File: config.mk
export PLATFORM = sky130hd
export DESIGN_NAME = spa_cfg
export DESIGN_NICKNAME = d
export VERILOG_FILES = /design/src/hdl/spa_pkg.sv /design/src/hdl/spa_cfg.sv
export SDC_FILE = /design/constraint.sdc
export NUM_CORES = 1
export LEC_CHECK = 0
export BUFFER_PORTS_ARGS = -buffer_cell sky130_fd_sc_hd__buf_2
export CAP_MARGIN = 20
export CORE_MARGIN = 1.5
export CORE_UTILIZATION = 30
export DETAILED_ROUTE_END_ITERATION = 8
export PLACE_DENSITY = 0.76
export SLEW_MARGIN = 20
export SYNTH_ARGS = -nofsm -noshare
export SYNTH_HDL_FRONTEND = slang
export SYNTH_SLANG_ARGS = --single-unit
File: constraint.sdc
create_clock -name clk -period 0.9 [get_ports clk]
set_clock_uncertainty 0.05 [all_clocks]
set_input_delay 0.18 -clock clk [delete_from_list [all_inputs] [get_ports clk]]
set_output_delay 0.18 -clock clk [all_outputs]
set_load 0.02 [all_outputs]
File: src/hdl/spa_pkg.sv
// shared constants, types and codes of the page frame allocator
`default_nettype none
package spa_pkg;

  localparam int NUM_PAGES  = 4096;
  localparam int PAGE_SHIFT = 12;
  localparam int ADDR_W     = 32;
  localparam int CNT_W      = 16;
  localparam int FUP_W      = 12;
  localparam int PG_W       = $clog2(NUM_PAGES);
  localparam int DEP_W      = $clog2(NUM_PAGES + 1);
  localparam int APB_AW     = 3;
  localparam int APB_DW     = 32;

  typedef logic [1:0]              func_t;
  typedef logic [ADDR_W-1:0]       addr_t;
  typedef logic signed [CNT_W-1:0] count_t;
  typedef logic [2:0]              status_t;
  typedef logic [PG_W-1:0]         page_t;
  typedef logic [DEP_W-1:0]        depth_t;
  typedef logic [FUP_W-1:0]        fup_t;
  typedef logic [APB_AW-3:0]       reg_idx_t;

  localparam func_t FUNC_ALLOC = 2'd0;
  localparam func_t FUNC_FREE  = 2'd1;
  localparam func_t FUNC_SETC  = 2'd2;

  localparam status_t STAT_OK       = 3'd0;
  localparam status_t STAT_EMPTY    = 3'd1;
  localparam status_t STAT_BADADDR  = 3'd2;
  localparam status_t STAT_SHARED   = 3'd3;
  localparam status_t STAT_OVERFLOW = 3'd4;

  localparam reg_idx_t REG_FIRST_USABLE = reg_idx_t'(0);

  localparam count_t NOT_SHARED = count_t'(-1);
  localparam depth_t DEP_FULL   = depth_t'(NUM_PAGES);
  localparam addr_t  OFF_MASK   = addr_t'((64'd1 << PAGE_SHIFT) - 64'd1);
  localparam addr_t  PAGE_LIMIT = addr_t'(NUM_PAGES);

  typedef struct packed {
    logic clear;
    logic accept;
    logic exec;
  } spa_cmd_t;

  typedef struct packed {
    logic clr_done;
    logic out_busy;
  } spa_sts_t;

endpackage
`default_nettype wire

File: src/hdl/spa_cfg.sv
// apb configuration register block
`default_nettype none
module spa_cfg import spa_pkg::*; (
  input  wire logic              clk,
  input  wire logic              rst_n,
  input  wire logic              cfg_psel,
  input  wire logic              cfg_penable,
  input  wire logic              cfg_pwrite,
  input  wire logic [APB_AW-1:0] cfg_paddr,
  input  wire logic [APB_DW-1:0] cfg_pwdata,
  output logic      [APB_DW-1:0] cfg_prdata,
  output logic                   cfg_pready,
  output fup_t                   fup
);

  fup_t     fup_r;
  fup_t     fup_nxt;
  reg_idx_t widx;
  logic     wr;

  assign widx       = cfg_paddr[APB_AW-1:2];
  assign wr         = cfg_psel && cfg_penable && cfg_pwrite;
  assign cfg_pready = 1'b1;
  assign fup        = fup_r;

  always_comb begin
    fup_nxt = fup_r;
    if (wr && (widx == REG_FIRST_USABLE)) begin
      fup_nxt = cfg_pwdata[FUP_W-1:0];
    end
  end

  always_comb begin
    cfg_prdata = '0;
    if (widx == REG_FIRST_USABLE) begin
      cfg_prdata = {{(APB_DW-FUP_W){1'b0}}, fup_r};
    end
  end

  always_ff @(posedge clk) begin
    if (!rst_n) begin
      fup_r <= '0;
    end else begin
      fup_r <= fup_nxt;
    end
  end

endmodule
`default_nettype wire

After elaboration in Yosys (flattened, before gate mapping)
Index checks and enable logic that the tools add are counted.
Storage, ports and cells
  memory bits (writable): 0
  register bits: 12
  word-level logic and storage cells: 6
  ROM bits: 0
  bits in latches: 0
  memories: 0
Operators by class
  shifts and indexed selects: 0
  reductions and logical operators: 3
  divide/modulo/power cells: 0
  order comparisons: 0
  eq/ne operators: 0
  multiplexer cells: 1
  $mul: 0
  add/subtract/negate cells: 0
  bitwise operators: 1
Operator list (count)
  two-way mux 12 bit: 1
  logical AND 1 bit: 3
  NOT 1 bit: 1

Depth between registers and ports, before layout
Gate-level depths: netlist of the first run.
  depth after elaboration: 3
  gate-level depth with buffers: 4

Worst setup path after synthesis of the first run
OpenSTA, ideal clock, no wires.
  kind: register -> output
  start: reg fup_r[0], in the netlist fup[0]
  end: out cfg_prdata[0]
  setup slack: -135 ps
  data arrival time: 805 ps
  stages on the path, launching flop included: 2
  path buffers: 0
  required time: 670 ps
  cell sequence: dfxtp_1 nor2b_1
On the way
  cells in the longest elaborated chain, start to end: 1
RTL lines
  start, declared: line spa_cfg.sv:16  | fup_t fup_r;
  start signal, assigned: line spa_cfg.sv:44  | fup_r <= fup_nxt;
  two-way mux 12 bit: line spa_cfg.sv:35  | if (widx == REG_FIRST_USABLE) begin
  end, declared: line spa_cfg.sv:11  | output logic [APB_DW-1:0] cfg_prdata,
Every way passes these cells.

Final worst setup path of the first run
  start: reg fup_r[11], in the netlist fup[11]
  end: out cfg_prdata[11]
Same word-level chain as after synthesis.

==> flow_metrics.py, run 1 <==
metrics = {
    "floorplanning": {
        "die_w_um": 52.7,
        "start_util_pct": 32.6,
        "die_area_um2": 2780,
        "rows": 17,
        "core_um2": 2280,
        "die_y_um": 52.7,
        "ios": 85,
    },
    "critical_path": {
        "r2r_cells": 4,
        "cp.arrival_ns": 0.90,
        "crit_fanout": 2,
        "r2r-end": "fup[4]$_SDFFE_PN0P_",
        "worstReg2RegStart": "fup[4]$_SDFFE_PN0P_",
        "cp-end-kind": "output pin",
        "r2r_slack_ns": 0.07,
        "required_ns": 0.67,
        "setup.worst_path.class": "register to output pin",
        "cp-start-kind": "register",
    },
    "global_routing": {
        "grt_pass1_vias": 648,
        "grt_use_total_pct": 12.8,
        "antenna_found_initial": 0,
        "grt_pass1_wl_mm": 2.63,
        "grt.overflow.total": 0,
        "grt_max_degree": 25,
    },
    "place": {
        "dp.cells": 157,
        "dpl_worst_slack_ns": -0.200,
        "hpwl_mm": 1.28,
        "io_buffers": 41,
        "gp_congestion": 0.621,
    },
    "clocking": {
        "clock_sinks": 12,
        "insertion_delay_ns": 0.26,
        "cts_root_buffer": "clkbuf_4",
        "numCtsBuffers": 3,
        "htree_levels": 1,
        "cts.clk_slew.worst_paths_ns": 0.08,
        "cts_tree": "yes",
        "clk_path_buf_depth": 2,
    },
    "synthesis": {
        "netlist_area_um2": 742,
        "synth.ff_latch_count": 12,
        "yosysMostFrequentCell": "nand2_1",
        "synth_common_cells": "nand2_1 (24), buf_4 (21), dfxtp_1 (12), mux2i_1 (12), nor2b_1 (10)",
        "synthArstFlopShare_pct": 0,
        "synth_edf_count": 0,
        "synth_ff_type": "dfxtp_1",
        "yosys_warnings": 0,
        "yosys.area.top_type": "dfxtp_1",
        "avgSynthCellArea_um2": 8.34,
        "synth_top_area_share_pct": 32.4,
        "synthTopCellsByArea": "dfxtp_1 (32%), buf_4 (21%), mux2i_1 (16%), nand2_1 (12%), nor2b_1 (8.4%)",
        "seq_area_frac_synth_pct": 32.4,
        "netlist_instances": 89,
        "ys_types": 12,
    },
    "power_and_ir_drop": {
        "total_leakage_power_nw": 0.611,
        "p_per_area_nw_per_um2": 980,
        "vdd.ir_drop.worst_mv": 0.538,
    },
    "route": {
        "drt_iter0_drc": 3,
        "drt_drc_violations_left": 0,
        "wl_per_cell_um": 10.9,
        "avgViaCountPerCell": 4.15,
        "vias": 713,
        "finalWirelength_mm": 1.87,
        "ant_nets": 0,
        "first_pass_iters": 5,
    },
    "final_layout": {
        "layout.nets": 185,
        "area_growth_syn_to_layout_pct": 73.9,
        "stdcell_count": 172,
        "post-route-util_pct": 56.7,
        "largest_reg_flops": 12,
        "drive_above_1_share_pct": 59.7,
        "antennaDiodeCount": 0,
    },
    "worst_hold_path": {
        "min_from": "cfg_pwdata[10]",
        "hold_path_depth": 3,
        "min_to": "fup[10]$_SDFFE_PN0P_",
        "hold_path_class": "input port to register",
    },
    "run": {
        "maxCapViolations": 0,
    },
    "timing": {
        "hold_violations": 0,
        "slew_viol_final": 0,
        "tns_ns": -4.01,
        "period_share_pct": 126,
        "setup_slack_ns": -0.230,
        "max_freq_ghz": 0.885,
        "rsz0062_at_grt": "true",
        "setup_viol_count_final": 24,
        "min_period_ns": 1.13,
    },
    "outcome": {
        "violations": "setup timing",
        "outcome": "finished with violations",
    },
}
how the worst max path moves through the flow:
stage,start,to,slack (ns),depth (start not counted)
6_report,fup[11]$_SDFFE_PN0P_,cfg_prdata[11],-0.23,2
2_1_floorplan,cfg_paddr[2],fup[0]$_SDFFE_PN0P_,-0.04,4
4_1_cts,fup[11]$_SDFFE_PN0P_,cfg_prdata[11],-0.25,2
5_1_grt,fup[9]$_SDFFE_PN0P_,cfg_prdata[9],-0.27,2
3_3_place_gp,cfg_paddr[2],fup[6]$_SDFFE_PN0P_,-0.16,4
3_5_place_dp,cfg_paddr[2],fup[4]$_SDFFE_PN0P_,-0.20,4
power breakdown:
group | leakage (nW) | switching (mW) | internal, mW | total [mW]
registers | 0.103 | 0.00911 | 0.544 | 0.553
clock network | 0.0210 | 0.169 | 0.245 | 0.414
logic | 0.487 | 0.181 | 0.115 | 0.296
critical path, cell delays in order, from the launching register on:
cell	delay, ns
dfxtp_2	0.32
and2b_2	0.19
buf_6	0.13
cell families after synthesis:
logic type	after synthesis	share of synthesized area [%]
mux	12	16.2
flops	12	32.4
buf+inv	26	26.5
simple gates	37	23.9
other cells	2	1.01
metal layers:
metal  vias to the layer above  track usage, %  wire length [um]
met5                         -               0                 0
met4                         0            3.85                 0
met3                         0            3.43               174
met2                        47            26.0               998
met1                       321            12.2               696
li1                        345               -                 -
repair_timing:
item | 4_1_cts | 5_1_grt
hold buffers | 0 | 0
gates resized for setup | 59 | 7
endpoints found under the setup margin | 24 | 24
setup buffers | 4 | 7
pin swaps | 0 | 0
metrics by stage:
step	hold WS (ns)	area (um^2)	power [mW]
2_1_floorplan	0.265	892	0.811
3_3_place_gp	0.379	981	0.809
3_5_place_dp	0.385	981	0.812
4_1_cts	0.0797	1210	1.27
5_1_grt	0.0786	1290	1.34
6_report	0.0929	1290	1.26
area by class of cell:
class / instances / area [um^2]
Sequential cell: 12 / 255
Fill cell: 214 / 986
Timing Repair Buffer: 58 / 509
Tap cell: 28 / 35.0
Multi-Input combinational cell: 70 / 454
Clock buffer: 4 / 36.3
placed cells by master, fill, tap and decap left out, drive strengths merged:
master	n
and2b	2
and4b	1
buf	58
clkbuf	4
conb	21
dfxtp	12
mux2i	12
nand2	24
nor2b	10
Note: power is estimated with default switching activity, not from simulation.
==> run 2, diff against run 1 <==
CTS_CLUSTER_DIAMETER = 100   (was default)
REMOVE_ABC_BUFFERS = 1   (was default)
==> flow_metrics.py, run 2 (synthesis gave the netlist of run 1 again) <==
metrics = {
    "final_layout": {
        "regArea_um2": 255,
        "multi_input_comb_area_um2": 397,
        "antennaDiodeCount": 0,
        "area_growth_syn_to_layout_pct": 54.5,
        "final_cell_mix": "nand2_1 (24), conb_1 (21), buf_6 (19), buf_2 (17), buf_4 (13)",
        "drive_above_1_share_pct": 51.5,
        "fillerInstances": 216,
        "post-route-cell-area_um2": 1150,
        "largest_reg_flops": 12,
        "layout_commonest_cell": "nand2_1",
        "layout.nets": 178,
        "post-route-util_pct": 50.4,
    },
    "power_and_ir_drop": {
        "vdd.ir_drop.worst_mv": 0.454,
        "p_per_area_nw_per_um2": 1010,
        "total_leakage_power_nw": 0.563,
        "p_total_mw": 1.16,
    },
    "clocking": {
        "cts_tree": "yes",
        "clk_path_buf_depth": 2,
        "numCtsBuffers": 3,
        "htree_levels": 1,
        "insertion_delay_ns": 0.27,
        "cts_root_buffer": "clkbuf_4",
        "clock_sinks": 12,
        "cts.clk_slew.worst_paths_ns": 0.08,
    },
    "timing": {
        "rsz0062_at_grt": "true",
        "slew_viol_final": 0,
        "min_period_ns": 1.11,
        "hold-worst-slack_ns": 0.0913,
        "setup_viol_count_final": 24,
        "hold_violations": 0,
        "max_freq_ghz": 0.899,
        "period_share_pct": 124,
        "setup_slack_ns": -0.212,
    },
    "global_routing": {
        "antenna_found_initial": 0,
        "grt_pass1_vias": 565,
        "grt_max_degree": 25,
        "grt_use_total_pct": 12.2,
        "grt.overflow.total": 0,
        "grt_pass1_wl_mm": 2.47,
    },
    "floorplanning": {
        "core_um2": 2280,
        "ios": 85,
        "die_y_um": 52.7,
        "die_w_um": 52.7,
        "die_area_um2": 2780,
        "start_util_pct": 32.6,
        "rows": 17,
    },
    "place": {
        "place_area_um2": 905,
        "gp_congestion": 0.636,
        "io_buffers": 41,
        "dpl_worst_slack_ns": -0.185,
        "hpwl_mm": 1.15,
    },
    "outcome": {
        "outcome": "finished with violations",
        "violations": "setup timing",
    },
    "critical_path": {
        "required_ns": 0.67,
        "cpMaxStageDelayCell": "dfxtp_2",
        "setup.worst_path.class": "register to output pin",
        "cp.arrival_ns": 0.88,
        "cp-end-kind": "output pin",
        "crit_fanout": 3,
        "cp_num_buf_inv": 1,
        "worstPathCellList": "nor2b_4 -> buf_6",
        "critPathTopFamily": "flip-flops",
        "cpPeakStageDelay_ns": 0.36,
        "cp-start-kind": "register",
    },
    "route": {
        "first_pass_iters": 2,
        "drt_iter0_drc": 5,
        "vias": 661,
        "finalWirelength_mm": 1.70,
        "wl_per_cell_um": 10.3,
        "avgViaCountPerCell": 4.03,
        "ant_nets": 0,
        "drt_drc_violations_left": 0,
    },
    "worst_hold_path": {
        "hold_path_class": "input port to register",
    },
    "run": {
        "maxCapViolations": 0,
    },
}
## run 2: cell count changes in the layout (fill, tap and decap cells not counted), sizes merged
cell | previous run | this run
buf | 58 | 51
clkbuf | 4 | 3
## run 2: area by class of cell
type | count | share of cell area (%)
repair buffers | 51 | 38.1
multi-input cells | 70 | 34.6
well taps | 28 | 3.06
clock buffers | 3 | 1.97
flip-flops and latches | 12 | 22.3
## run 2: report_power, final
group,total [mW],leakage [nW],switching [mW],internal [mW]
sequential,0.553,0.103,0.00871,0.544
clock,0.329,0.0138,0.175,0.154
combinational,0.274,0.446,0.169,0.105
## run 2: layer usage
layer  vias up  wire (um)  part of all wire [%]  GRT usage (%)
li1        329          -                     -              -
met1       294        648                    38           13.1
met2        38        893                    53           22.3
met3         0        154                   9.1           4.00
met4         0          0                     0           3.85
met5         -          0                     0              0
## run 2: worst register-to-register path: cells and delay by family, from the launching register on
family | cells | cell delay [ns]
AND/OR/NAND/NOR | 1 | 0.05
buffers and inverters | 2 | 0.23
flip-flops | 1 | 0.33
multiplexers | 1 | 0.06
## run 2: worst paths after layout
| check | from | endpoint | slack, ns | cells past startpoint |
|---|---|---|---|---|
| worst max-delay path | fup[8]$_SDFFE_PN0P_ | cfg_prdata[8] | -0.21 | 2 |
| worst min-delay path | cfg_pwdata[7] | fup[7]$_SDFFE_PN0P_ | 0.09 | 3 |
| worst max register to register | fup[1]$_SDFFE_PN0P_ | fup[1]$_SDFFE_PN0P_ | 0.08 | 4 |
| worst min register to register | fup[11]$_SDFFE_PN0P_ | fup[11]$_SDFFE_PN0P_ | 0.43 | 2 |
## run 2: metrics by stage
stage	setup TNS, ns	std cells
after CTS	-3.78	160
after global placement	-2.56	154
final	-3.55	164
after floorplan	-4.09	82
after global routing	-4.76	164
after detailed placement	-2.88	154
## run 2: timing repair
item | CTS | global route
endpoints found under the setup margin | 24 | 24
resized for setup | 48 | 12
setup buffers | 3 | 4
hold buffers | 0 | 0
==> run 3, diff against run 2 <==
CORE_UTILIZATION = 33   (was 30)
PLACE_DENSITY = 0.79   (was 0.76)
clock period = 1.1 ns   (was 0.9 ns; I/O delays follow)
==> flow_metrics.py, run 3 (synthesis gave the netlist of run 1 again) <==
metrics = {
    "critical_path": {
        "required_ns": 0.83,
        "cp.arrival_ns": 0.88,
        "cp-end-kind": "output pin",
        "setup.worst_path.class": "register to output pin",
        "cp-start-kind": "register",
        "crit_fanout": 3,
    },
    "place": {
        "place_area_um2": 886,
        "dp.cells": 154,
        "gp_congestion": 0.633,
        "hpwl_mm": 1.17,
        "io_buffers": 41,
    },
    "clocking": {
        "clk_path_buf_depth": 2,
        "htree_levels": 1,
        "numCtsBuffers": 3,
        "cts_hold_buf": 0,
        "insertion_delay_ns": 0.27,
        "cts.clk_slew.worst_paths_ns": 0.07,
        "cts_root_buffer": "clkbuf_4",
        "clock_sinks": 12,
        "cts_tree": "yes",
    },
    "global_routing": {
        "grt_use_total_pct": 13.3,
        "grt.overflow.total": 0,
        "grt_max_degree": 25,
        "grt_pass1_wl_mm": 2.55,
        "antenna_found_initial": 0,
        "grt_pass1_vias": 600,
    },
    "timing": {
        "setup_slack_ns": -0.0456,
        "period_share_pct": 104,
        "min_period_ns": 1.15,
        "setup_viol_count_final": 12,
        "slew_viol_final": 0,
        "rsz0062_at_grt": "true",
        "max_freq_ghz": 0.873,
        "hold_violations": 0,
    },
    "route": {
        "first_pass_iters": 2,
        "vias": 663,
        "avgViaCountPerCell": 4.02,
        "drt_iter0_drc": 5,
        "finalWirelength_mm": 1.66,
        "dr_wl_met2_um": 817,
        "top_layer_used": "met3",
        "ant_nets": 0,
        "drt_drc_violations_left": 0,
        "wl_per_cell_um": 10.0,
        "m1WireLength_um": 661,
        "met3_length_um": 177,
    },
    "outcome": {
        "outcome": "finished with violations",
        "violations": "setup timing",
    },
    "final_layout": {
        "antennaDiodeCount": 0,
        "layout_commonest_cell": "buf_2",
        "drive_above_1_share_pct": 52.9,
        "area_growth_syn_to_layout_pct": 46.5,
        "post-route-cell-area_um2": 1090,
        "largest_reg_flops": 12,
        "stdcell_count": 165,
        "layout.nets": 180,
        "final_cell_mix": "buf_2 (27), nand2_1 (24), conb_1 (21), buf_4 (15)",
    },
    "floorplanning": {
        "core_um2": 2040,
        "rows": 16,
        "ios": 85,
        "die_w_um": 50.4,
        "die_y_um": 50.4,
        "die_area_um2": 2540,
        "start_util_pct": 36.3,
    },
    "run": {
        "maxCapViolations": 0,
    },
    "power_and_ir_drop": {
        "total_leakage_power_nw": 0.561,
        "vdd.ir_drop.worst_mv": 0.649,
        "p_per_area_nw_per_um2": 848,
    },
    "worst_hold_path": {
        "hold_path_class": "input port to register",
    },
}
-- run 3: cell types whose count changed in the layout (fill, tap and decap cells not counted), sizes merged --
| cell | delta |
|---|---|
| buf | +2 |
-- run 3: repair_timing --
action                                  4_1_cts  5_1_grt
endpoints found under the hold margin         0        0
setup buffers                                 3        5
gates resized for setup                      34       10
endpoints found under the setup margin       12       14
-- run 3: worst max-delay path: stages, from the launching register on --
cell and delay, ns:
dfxtp_2 0.33, nor2b_2 0.15, buf_6 0.13
-- run 3: cell type report --
cell class | instances | area, um^2
Tap cell | 27 | 33.8
Multi-Input combinational cell | 70 | 404
Clock buffer | 3 | 22.5
Sequential cell | 12 | 255
Timing Repair Buffer | 53 | 372
Fill cell | 195 | 955
-- run 3: worst paths after layout --
| check | slack [ns] | cells after the start | end | startpoint |
|---|---|---|---|---|
| worst max-delay path | -0.05 | 2 | cfg_prdata[7] | fup[7]$_SDFFE_PN0P_ |
| worst min-delay path | 0.13 | 3 | fup[3]$_SDFFE_PN0P_ | cfg_pwdata[3] |
| worst max register to register | 0.26 | 4 | fup[9]$_SDFFE_PN0P_ | fup[9]$_SDFFE_PN0P_ |
| worst min register to register | 0.41 | 2 | fup[7]$_SDFFE_PN0P_ | fup[7]$_SDFFE_PN0P_ |
-- run 3: through the flow --
step / total power, mW / worst slack, ns / hold WS (ns) / TNS [ns] / util, %
final: 0.922 / -0.0456 / 0.134 / -0.415 / 53.2
after global placement: 0.641 / -0.00111 / 0.398 / -0.00111 / 43.4
after floorplan: 0.571 / -0.0653 / 0.312 / -0.784 / -
after global routing: 0.977 / -0.0952 / 0.125 / -1.03 / 53.2
after detailed placement: 0.644 / -0.00977 / 0.404 / -0.0186 / 43.4
after CTS: 0.932 / -0.0611 / 0.116 / -0.642 / 49.7
-- run 3: per-layer routing --
metal / track usage (%) / up-vias
met2: 25.2 / 41
met1: 13.3 / 286
met4: 2.70 / 0
met3: 5.95 / 0
met5: 0 / -
li1: - / 336
-- run 3: power by group --
group	switching, mW	total (mW)	internal, mW	leakage [nW]
Combinational	0.138	0.210	0.0725	0.444
Sequential	0.00602	0.451	0.445	0.103
Clock	0.134	0.260	0.126	0.0138
Total	0.277	0.922	0.644	0.561
