==> src/hdl/spa_pkg.sv <==
// shared constants, types and codes of the page frame allocator
`default_nettype none
package spa_pkg;

  localparam int NUM_PAGES  = 4096;
  localparam int PAGE_SHIFT = 12;
  localparam int ADDR_W     = 32;
  localparam int CNT_W      = 16;
  localparam int FUP_W      = 12;
  localparam int PG_W       = $clog2(NUM_PAGES);
  localparam int DEP_W      = $clog2(NUM_PAGES + 1);
  localparam int APB_AW     = 3;
  localparam int APB_DW     = 32;

  typedef logic [1:0]              func_t;
  typedef logic [ADDR_W-1:0]       addr_t;
  typedef logic signed [CNT_W-1:0] count_t;
  typedef logic [2:0]              status_t;
  typedef logic [PG_W-1:0]         page_t;
  typedef logic [DEP_W-1:0]        depth_t;
  typedef logic [FUP_W-1:0]        fup_t;
  typedef logic [APB_AW-3:0]       reg_idx_t;

  localparam func_t FUNC_ALLOC = 2'd0;
  localparam func_t FUNC_FREE  = 2'd1;
  localparam func_t FUNC_SETC  = 2'd2;

  localparam status_t STAT_OK       = 3'd0;
  localparam status_t STAT_EMPTY    = 3'd1;
  localparam status_t STAT_BADADDR  = 3'd2;
  localparam status_t STAT_SHARED   = 3'd3;
  localparam status_t STAT_OVERFLOW = 3'd4;

  localparam reg_idx_t REG_FIRST_USABLE = reg_idx_t'(0);

  localparam count_t NOT_SHARED = count_t'(-1);
  localparam depth_t DEP_FULL   = depth_t'(NUM_PAGES);
  localparam addr_t  OFF_MASK   = addr_t'((64'd1 << PAGE_SHIFT) - 64'd1);
  localparam addr_t  PAGE_LIMIT = addr_t'(NUM_PAGES);

  typedef struct packed {
    logic clear;
    logic accept;
    logic exec;
  } spa_cmd_t;

  typedef struct packed {
    logic clr_done;
    logic out_busy;
  } spa_sts_t;

endpackage
`default_nettype wire

==> src/hdl/spa_ctrl.sv <==
// allocator sequencer: clearing pass, accept, execute
`default_nettype none
module spa_ctrl import spa_pkg::*; (
  input  wire logic     clk,
  input  wire logic     rst_n,
  input  wire logic     in_valid,
  input  wire spa_sts_t sts,
  output logic          in_ready,
  output spa_cmd_t      cmd
);

  localparam logic [1:0] S_CLEAR = 2'd0;
  localparam logic [1:0] S_IDLE  = 2'd1;
  localparam logic [1:0] S_EXEC  = 2'd2;

  logic [1:0] state_r;
  logic [1:0] state_nxt;

  always_comb begin
    state_nxt = state_r;
    cmd       = '0;
    in_ready  = 1'b0;
    case (state_r)
      S_CLEAR: begin
        cmd.clear = 1'b1;
        if (sts.clr_done) begin
          state_nxt = S_IDLE;
        end
      end
      S_IDLE: begin
        in_ready = 1'b1;
        if (in_valid) begin
          cmd.accept = 1'b1;
          state_nxt  = S_EXEC;
        end
      end
      S_EXEC: begin
        if (!sts.out_busy) begin
          cmd.exec  = 1'b1;
          state_nxt = S_IDLE;
        end
      end
      default: begin
        state_nxt = S_CLEAR;
      end
    endcase
  end

  always_ff @(posedge clk) begin
    if (!rst_n) begin
      state_r <= S_CLEAR;
    end else begin
      state_r <= state_nxt;
    end
  end

endmodule
`default_nettype wire

==> config.mk <==
export PLATFORM = sky130hd
export DESIGN_NAME = spa_ctrl
export DESIGN_NICKNAME = d
export VERILOG_FILES = /design/src/hdl/spa_pkg.sv /design/src/hdl/spa_ctrl.sv
export SDC_FILE = /design/constraint.sdc
export NUM_CORES = 1
export LEC_CHECK = 0
export BUFFER_PORTS_ARGS = -buffer_cell sky130_fd_sc_hd__buf_2
export CAP_MARGIN = 20
export CORE_AREA = 5 5 42 44
export CTS_CLUSTER_SIZE = 8
export DETAILED_ROUTE_END_ITERATION = 10
export DIE_AREA = 0 0 47 49
export GPL_TIMING_DRIVEN = 0
export PLACE_DENSITY = 0.3
export SYNTH_ARGS = -nofsm -noshare
export SYNTH_HDL_FRONTEND = slang
export SYNTH_SLANG_ARGS = --single-unit
==> constraint.sdc <==
create_clock -name clk -period 1.46 [get_ports clk]
set_input_delay 0.073 -clock clk [delete_from_list [all_inputs] [get_ports clk]]
set_output_delay 0.073 -clock clk [all_outputs]
set_load 0.01 [all_outputs]
# Word level (Yosys, flattened, before mapping)
# Cells that the tools add are included.
# Widths: inputs -> output; s select.
op_classes:
  add_sub_neg: 0
  n_mul: 0
  n_div: 0
  magnitude_cmp: 0
  n_eq_ne: 5
  n_shift: 0
  n_mux: 10
  bitwise: 0
  n_reduce_logical: 2
op_table:
  columns: ["op", "n"]
  rows:
  - ["$mux 1", 6]
  - ["$mux 2", 3]
  - ["$ne 2x2->1 const B", 3]
  - ["$pmux 2 s3", 1]
  - ["$reduce_and 3->1", 1]
  - ["$eq 2x1->1 const B", 1]
  - ["$eq 2x2->1 const B", 1]
  - ["$logic_not 2->1", 1]
word_totals:
  register_bits: 2
  latch_bits: 0
  mem_bits_rw: 0
  romBits: 0
  in_bits: 5
  output_inout_bits: 4
  word_cells: 18
  mem_count: 0

# Longest topological paths before layout
# Gate-level depths: netlist of the first run.
logic_depth:
  depth_word: 3
  ltp_mapped: 2
  ltp_nobuf: 2

# Worst setup path after synthesis of the first run
# Ideal clock, no wire load.
synth_timing:
  path_kind: "reg2reg"
  startpoint: "reg state_r[0]"
  endpoint: "reg state_r[0]"
  setup_time_ps: 122
  arrival_ps: 762
  required_ps: 1338
  path_slack_ps: 576
  path_stages_with_launch: 3
  path_buffers: 0
  period_less_slack_ps: 884
  path_cell_list: "dfxtp_1 -> nor2b_1 -> o311a_1"
synth_between:
  elab_chain_len: 3
  elab_cells_between_ends: 8
  cone_classes: "5 x eq/ne; 1 x mux; 2 x reduce/logical"
synth_lines:
  columns: ["item", "line_no", "rtl"]
  rows:
  - ["from (decl)", "spa_ctrl.sv:16", "logic [1:0] state_r;"]
  - ["from (signal assigned)", "spa_ctrl.sv:53", "state_r <= state_nxt;"]
  - ["$eq 2x2->1 (tied with other cells)", "spa_ctrl.sv:23", "case (state_r)"]
  - ["$ne 2x2->1 (no source line)", null, null]
  - ["$reduce_and 3->1 (no source line)", null, null]
# Several ways; a longest one is shown, not always the timed one.
# A chain may end at the register's enable or synchronous reset.

==> impl_metrics.env, run 1 <==
export IMPL_status="complete, no violations"
export IMPL_relSlewSlack=0.850
export IMPL_dp_worst_setup_slack_ns=0.520
export IMPL_yosysUniqueCellTypes=9
export IMPL_cts_sinks=2
export IMPL_start_kind="register"
export IMPL_synth_edf_count=0
export IMPL_fin_skew_ns=0.00743
export IMPL_drv_slew=0
export IMPL_grt_pass1_wl_um=614
export IMPL_cp_end_kind="output pin"
export IMPL_internal_power_mw=0.169
export IMPL_p_switching_mw=0.0575
export IMPL_route_detailed_drc=0
export IMPL_drtIter0Drc=0
export IMPL_drv_cap=0
export IMPL_nFillCells=170
export IMPL_r2r_start="state_r[0]"
export IMPL_routed_wl_um=370
export IMPL_layout_top_registers="state_r (2)"
export IMPL_synthCells=13
export IMPL_place_congestion=0.634
export IMPL_tightest_slew_ns=0.225
export IMPL_multiInputGateArea_sq_um=67.6
export IMPL_largest_reg_flops=2
export IMPL_holdPathEnd="state_r[0]"
export IMPL_antenna_found_initial=0
export IMPL_irDropWorstVdd_uv=473
export IMPL_r2r_end="state_r[0]"
export IMPL_numCtsBuffers=3
export IMPL_ant_nets=0
export IMPL_cp_required_ns=1.39
export IMPL_wl_per_cell_um=9.25
export IMPL_yosys_area_top_type_share=0.360
export IMPL_p_seq_frac=0.293
export IMPL_switching_share=0.254
export IMPL_rsz0062_at_grt="false"
export IMPL_synthArstFlopShare=0
export IMPL_synth_top_flop_cell="dfxtp_1"
export IMPL_max_freq_ghz=0.928
export IMPL_grt_use_total=0.0415
export IMPL_syn_avg_cell_area_sq_um=8.57
export IMPL_rows=14
export IMPL_top_register="state_r"
export IMPL_synthToLayoutAreaGrowth_pct=74.2
export IMPL_die_h_um=49
export IMPL_rr_worst_depth=2
export IMPL_fin_setup_tns_ns=0
export IMPL_cts_hold_buf=0
export IMPL_finalCriticalPeriod_ns=1.08
export IMPL_synth_common_cells="3 x nor2b_1, 2 x dfxtp_1, 2 x nand3b_1"
export IMPL_synth_seq_area_share=0.360
export IMPL_syn_cell_area_sq_um=111
export IMPL_core_sq_um=1400
export IMPL_final_seq_area_sq_um=40.0
export IMPL_worstSetupPathType="reg2out"
export IMPL_setup_ws_ns=0.383
export IMPL_setup_viol=0
export IMPL_totalPowerFinal_mw=0.226
export IMPL_r2r_setup_slack_ns=0.51
export IMPL_cts_tree="built"
export IMPL_synth_area_leaders="dfxtp_1 36%, nor2b_1 17%, nand3b_1 13%"
export IMPL_period_share=0.738
export IMPL_clkLatencyLatePin_ns=0.23
export IMPL_htreeDepth=1
export IMPL_diodes=0
export IMPL_hold_path_depth=2
export IMPL_overflow=0
export IMPL_yosys_warnings=0
export IMPL_finalNetCount=31
export IMPL_cts_root_buf="clkbuf_4"
export IMPL_path_clk_slew_ns=0.03
export IMPL_vias=137
export IMPL_arrival_ns=1.00
export IMPL_yosys_area_top_type="dfxtp_1"
export IMPL_dieArea_sq_um=2300
export IMPL_power_leakage_nw=0.0956
export IMPL_drive_gt1_frac=0.458
export IMPL_drt_vias_per_instance=3.43
export IMPL_grt_start_max_net_pins=9
export IMPL_synth_fp_nets=18
export IMPL_clockPowerShare=0.556
export IMPL_ios=9
export IMPL_power_density_nw_per_um2=1170
export IMPL_max_clock_path_buffers=2
export IMPL_min_from="rst_n"
export IMPL_chipWidth_um=47
export IMPL_cts_resized=0
export IMPL_synth_most_common_cell="nor2b_1"
export IMPL_finalHoldViolCount=0
export IMPL_port_buffer_count=8
export IMPL_synth_seq_cells=2
export IMPL_p_comb_frac=0.151
export IMPL_grt_pass1_vias=141
export IMPL_post_cts_buffers=0
export IMPL_firstDrtPassIters=1
export IMPL_start_util=0.0795
export IMPL_min_path_type="in2reg"
export IMPL_crit_fanout=7
## power by group through the flow
stage	registers (mW)	logic (mW)	clock network, mW
finish	0.0663	0.0341	0.126
global route	0.0671	0.0382	0.145
floorplan	0.0648	0.0182	0
global placement	0.0659	0.0337	0
CTS	0.0661	0.0349	0.132
detailed placement	0.0669	0.0344	0
## cells by family (layout without fill, tap and decap cells)
family,Yosys count,in the layout,share of synthesized area
AND/OR/NAND/NOR,7,7,0.404
AO/OA/AOI/OAI,3,3,0.202
flip-flops,2,2,0.360
buffers and inverters,1,12,0.0337
## area by class of cell
type,count,share of cell area
inverters,1,0.0194
multi-input cells,10,0.348
clock buffers,3,0.116
repair buffers,8,0.206
well taps,16,0.103
flip-flops and latches,2,0.206
## per-stage QoR
stage / util / hold slack (ns) / cells / cell area, sq um
after floorplan: - / 0.195 / 13 / 111
after global placement: 0.122 / 0.324 / 37 / 171
after detailed placement: 0.122 / 0.330 / 37 / 171
after CTS: 0.138 / 0.0991 / 40 / 194
after global routing: 0.138 / 0.0937 / 40 / 194
final: 0.138 / 0.101 / 40 / 194
## worst max-delay path, stage by stage, from the launching register on
cell     delay (ns)
dfxtp_1        0.42
nor3b_1        0.20
buf_2          0.16
## cell usage in the layout (no fill, tap or decap)
| cell | synthesis | routed |
|---|---|---|
| a21boi_1 | 1 | 1 |
| buf_2 | 0 | 8 |
| clkbuf_4 | 0 | 3 |
| dfxtp_1 | 2 | 2 |
| inv_1 | 1 | 1 |
| nand3b_1 | 2 | 2 |
| nor2_1 | 1 | 1 |
| nor2b_1 | 3 | 3 |
| nor3b_1 | 1 | 1 |
| o21ai_0 | 1 | 1 |
| o311a_1 | 1 | 1 |
## routing by layer
| metal | track usage | up-vias | routed length (um) |
|---|---|---|---|
| li1 | - | 70 | - |
| met1 | 0.0481 | 55 | 186 |
| met2 | 0.0385 | 12 | 91 |
| met3 | 0.0738 | 0 | 92 |
| met4 | 0 | 0 | 0 |
| met5 | 0 | - | 0 |
## how the worst max path moves through the flow
stage / from / to / cells past startpoint
floorplan: state_r[0] / state_r[0] / 2
global placement: state_r[0] / state_r[0] / 2
detailed placement: state_r[0] / state_r[0] / 2
CTS: state_r[1] / cmd[0] / 2
global route: state_r[0] / cmd[1] / 3
finish: state_r[1] / cmd[0] / 2
Power figures use the tool's default switching activity.
==> inputs of run 2 (changes only) <==
clock period = 0.9 ns   (was 1.46 ns; I/O delays follow)
==> run 2 against run 1 <==
  * The flow now finishes with violations (negative setup slack)
  * Cell count up 2.5%
  * Register-to-register slack worse by 0.48 ns
  * Die area unchanged
  * Clock power up 63%
  * Design area up 12%
  * Combinational power up 91%
  * Utilization up 1.7 points
  * Sequential power up 64%
  * Power up 68%
  * Largest power group unchanged
==> impl_metrics.env, run 2 (synthesis results as in run 1) <==
export IMPL_irDropWorstVdd_uv=775
export IMPL_cts_hold_buf=0
export IMPL_min_from="rst_n"
export IMPL_r2r_end="state_r[0]"
export IMPL_relSlewSlack=0.910
export IMPL_fin_skew_ns=0.00860
export IMPL_r2r_setup_slack_ns=0.03
export IMPL_grt_pass1_vias=153
export IMPL_finalNetCount=32
export IMPL_largest_reg_flops=2
export IMPL_cp_end_kind="output pin"
export IMPL_setup_ws_ns=-0.0821
export IMPL_setup_viol=3
export IMPL_fin_hold_ws_ns=0.0639
export IMPL_grt_pass1_wl_um=641
export IMPL_path_clk_slew_ns=0.03
export IMPL_nFillCells=172
export IMPL_drv_cap=0
export IMPL_power_density_nw_per_um2=1740
export IMPL_cp_required_ns=0.85
export IMPL_final_util=0.155
export IMPL_grt_start_max_net_pins=9
export IMPL_vias=141
export IMPL_crit_fanout=7
export IMPL_hold_path_depth=2
export IMPL_power_leakage_nw=0.103
export IMPL_die_h_um=49
export IMPL_cts_root_buf="clkbuf_4"
export IMPL_worstSetupStartpoint="state_r[1]"
export IMPL_drt_vias_per_instance=3.44
export IMPL_start_util=0.0795
export IMPL_totalPowerFinal_mw=0.380
export IMPL_start_kind="register"
export IMPL_synthToLayoutAreaGrowth_pct=95.5
export IMPL_port_buffer_count=8
export IMPL_rsz0062_at_grt="true"
export IMPL_drtIter0Drc=0
export IMPL_routed_wl_um=393
export IMPL_max_stage_delay_ns=0.37
export IMPL_clkLatencyLatePin_ns=0.23
export IMPL_antenna_found_initial=0
export IMPL_arrival_ns=0.94
export IMPL_firstDrtPassIters=1
export IMPL_core_sq_um=1400
export IMPL_wl_per_cell_um=9.59
export IMPL_cts_tree="built"
export IMPL_status="finished with violations"
export IMPL_route_detailed_drc=0
export IMPL_fin_setup_tns_ns=-0.161
export IMPL_period_share=1.09
export IMPL_final_area_sq_um=218
export IMPL_worstSetupPathType="reg2out"
export IMPL_grt_use_total=0.0429
export IMPL_place_congestion=0.634
export IMPL_max_clock_path_buffers=2
export IMPL_max_freq_ghz=1.02
export IMPL_layout_common_cells="8 x buf_2, 3 x clkbuf_4, 2 x nor2b_1, 2 x nand3b_1"
export IMPL_final_common_cell="buf_2"
export IMPL_rows=14
export IMPL_drive_gt1_frac=0.640
export IMPL_top_register="state_r"
export IMPL_ios=9
export IMPL_rr_worst_depth=2
export IMPL_overflow=0
export IMPL_htreeDepth=1
export IMPL_violations="negative setup slack"
export IMPL_min_path_type="in2reg"
export IMPL_diodes=0
export IMPL_tightest_slew_ns=0.134
export IMPL_finalHoldViolCount=0
export IMPL_dieArea_sq_um=2300
export IMPL_r2r_start="state_r[0]"
export IMPL_dpl_cell_area_sq_um=171
export IMPL_holdPathEnd="state_r[0]"
export IMPL_numCtsBuffers=3
export IMPL_slowest_stage="dfxtp_2"
export IMPL_drv_slew=0
export IMPL_layout_top_registers="state_r (2)"
export IMPL_ant_nets=0
export IMPL_chipWidth_um=47
export IMPL_finalCriticalPeriod_ns=0.982
export IMPL_cp_cell_sequence="nor3b_1 -> buf_2"
export IMPL_cts_sinks=2
[run 2: where the power goes]
group	switching [mW]	total (mW)	internal [mW]
clock	0.0581	0.206	0.148
combinational	0.0277	0.0653	0.0376
sequential	0.0116	0.109	0.0970
[run 2: worst max path at each step]
stage                            end  slack [ns]
after floorplan           state_r[0]        0.02
after global placement    state_r[0]       -0.01
after detailed placement  state_r[0]       -0.04
after CTS                     cmd[0]       -0.08
after global routing          cmd[1]       -0.13
final                         cmd[0]       -0.08
[run 2: routing by layer]
layer,track usage,part of all wire,vias up
li1,-,-,71
met1,0.0481,0.45,58
met2,0.0430,0.30,12
met3,0.0738,0.25,0
met4,0,0,0
met5,0,0,-
[run 2: critical path, delay by kind of cell (launching register included)]
kind / cells / cell delay [ns]
buf+inv: 1 / 0.16
flops: 1 / 0.37
simple gates: 1 / 0.18
[run 2: per-stage QoR]
stage                     instances  worst slack (ns)
after floorplan                  13            0.0160
after global placement           37           -0.0137
after detailed placement         37           -0.0396
after CTS                        41           -0.0845
after global routing             41            -0.134
final                            41           -0.0821
[run 2: cell type report]
cell class / instances / area, sq um / share of cell area
sequential: 2 / 45.0 / 0.207
tap: 16 / 20.0 / 0.0920
timing repair buffer: 9 / 47.5 / 0.218
inverter: 1 / 3.75 / 0.0172
multi-input combinational: 10 / 78.8 / 0.362
clock buffer: 3 / 22.5 / 0.103
[run 2: repair_timing]
action	CTS	global route
gates resized for setup	3	2
buffers inserted	1	0
endpoints found under the setup margin	5	5
pin swaps	1	0
hold endpoints to repair	0	0
==> inputs of run 3 (changes only) <==
PLACE_DENSITY = default   (was 0.3)
==> run 3 against run 2 <==
  * The flow still finishes with violations (negative setup slack)
  * Non-clock buffer count rose by 1
  * Clock skew decreased by 0.0070 ns
  * Critical endpoint is now cmd[1]
  * Via count fell by 1.4%
  * Worst hold slack gained 0.0024 ns
  * Largest power group unchanged
  * Clock-buffer cell count unchanged
  * Worst setup slack improved by 0.028 ns
  * Wire length fell by 11%
  * Sequential power about the same
==> impl_metrics.env, run 3 (synthesis results as in run 1) <==
export IMPL_finalHoldViolCount=0
export IMPL_path_clk_slew_ns=0.03
export IMPL_firstDrtPassIters=1
export IMPL_arrival_ns=0.91
export IMPL_antenna_found_initial=0
export IMPL_route_detailed_drc=0
export IMPL_relSlewSlack=0.903
export IMPL_wl_per_cell_um=8.31
export IMPL_period_share=1.06
export IMPL_worstSetupPathType="reg2out"
export IMPL_core_sq_um=1400
export IMPL_drt_vias_per_instance=3.31
export IMPL_numCtsBuffers=3
export IMPL_irDropWorstVdd_uv=251
export IMPL_overflow=0
export IMPL_power_density_nw_per_um2=1650
export IMPL_cp_required_ns=0.85
export IMPL_final_util=0.158
export IMPL_grt_use_total=0.0422
export IMPL_r2r_start="state_r[1]"
export IMPL_drv_slew=0
export IMPL_grt_start_max_net_pins=9
export IMPL_cp_cell_sequence="nand3b_1 -> inv_1 -> buf_2"
export IMPL_cts_hold_buf=0
export IMPL_largest_reg_flops=2
export IMPL_grt_pass1_wl_um=565
export IMPL_grt_pass1_vias=144
export IMPL_violations="negative setup slack"
export IMPL_r2r_setup_slack_ns=-0.02
export IMPL_diodes=0
export IMPL_setup_ws_ns=-0.0539
export IMPL_cts_sinks=2
export IMPL_max_freq_ghz=1.05
export IMPL_synthToLayoutAreaGrowth_pct=98.9
export IMPL_cp_endpoint="cmd[1]"
export IMPL_r2r_end="state_r[0]"
export IMPL_rr_worst_depth=2
export IMPL_ant_nets=0
export IMPL_max_clock_path_buffers=2
export IMPL_drtIter0Drc=0
export IMPL_finalNetCount=33
export IMPL_status="finished with violations"
export IMPL_drv_cap=0
export IMPL_worstSetupStartpoint="state_r[1]"
export IMPL_dieArea_sq_um=2300
export IMPL_max_stage_delay_ns=0.35
export IMPL_fin_skew_ns=0.00164
export IMPL_routed_wl_um=349
export IMPL_final_common_cell="buf_2"
export IMPL_rows=14
export IMPL_start_util=0.0795
export IMPL_cp_end_kind="output pin"
export IMPL_rsz0062_at_grt="true"
export IMPL_slowest_stage="dfxtp_4"
export IMPL_tightest_slew_ns=0.144
export IMPL_layout_top_registers="state_r (2)"
export IMPL_crit_fanout=6
export IMPL_drive_gt1_frac=0.615
export IMPL_cts_tree="built"
export IMPL_top_register="state_r"
export IMPL_setup_viol=3
export IMPL_place_congestion=0.676
export IMPL_die_h_um=49
export IMPL_clkLatencyLatePin_ns=0.22
export IMPL_fin_hold_ws_ns=0.0663
export IMPL_min_path_type="in2reg"
export IMPL_port_buffer_count=8
export IMPL_layout_common_cells="8 x buf_2, 3 x nor2b_1, 3 x clkbuf_4"
export IMPL_cts_root_buf="clkbuf_4"
export IMPL_vias=139
export IMPL_chipWidth_um=47
export IMPL_finalCriticalPeriod_ns=0.954
export IMPL_htreeDepth=1
export IMPL_start_kind="register"
export IMPL_ios=9
export IMPL_power_leakage_nw=0.108
## run 3: cell types whose count changed in the layout (fill, tap and decap cells not counted)
cell and change:
dfxtp_4 +1, nor2b_1 +1, nor3b_1 -1, nor3b_2 +1, a21boi_2 -1, nor2b_4 -1, dfxtp_2 -1, a21boi_1 +1
buf_4 +1
## run 3: timing repair
action,CTS,global route
pin swaps,1,1
endpoints found under the setup margin,4,5
gates cloned,0,0
setup buffers,1,1
gates resized for setup,4,1
## run 3: per-layer routing
metal / vias to the layer above / share of wire / track usage
met5: - / 0 / 0
met4: 0 / 0 / 0.0553
met3: 0 / 0.13 / 0.0443
met2: 5 / 0.51 / 0.0475
met1: 60 / 0.35 / 0.0328
li1: 74 / - / -
## run 3: layout make-up
| type | count | area (sq um) |
|---|---|---|
| Fill cell | 178 | 1180 |
| Clock buffer | 3 | 22.5 |
| Timing Repair Buffer | 10 | 55.1 |
| Inverter | 1 | 3.75 |
| Multi-Input combinational cell | 10 | 72.6 |
| Tap cell | 16 | 20.0 |
| Sequential cell | 2 | 47.5 |
## run 3: how the worst min path moves through the flow
stage / startpoint / end / cells past startpoint
floorplan: sts[0] / cmd[0] / 1
global placement: rst_n / state_r[0] / 2
detailed placement: rst_n / state_r[0] / 2
CTS: rst_n / state_r[0] / 2
global route: rst_n / state_r[0] / 2
finish: rst_n / state_r[0] / 2
## run 3: worst max-delay path: cells and delay by family (launching register included)
| family | cells | cell delay (ns) |
|---|---|---|
| buf+inv | 2 | 0.18 |
| simple gates | 1 | 0.17 |
| flops | 1 | 0.35 |
## run 3: per-stage QoR
step                setup slack, ns  power, mW  setup TNS [ns]  instances  cell area [sq um]
floorplan                    0.0160      0.135               0         13                111
global placement            -0.0294      0.162         -0.0294         37                171
detailed placement          -0.0343      0.162         -0.0343         37                171
CTS                         -0.0673      0.382          -0.122         41                211
global route                 -0.123      0.400          -0.316         42                221
finish                      -0.0539      0.366         -0.0858         42                221
## run 3: report_power, final
group          switching, mW  total, mW  internal (mW)
clock                 0.0506      0.198          0.147
combinational         0.0257     0.0620         0.0363
sequential            0.0108      0.106         0.0952
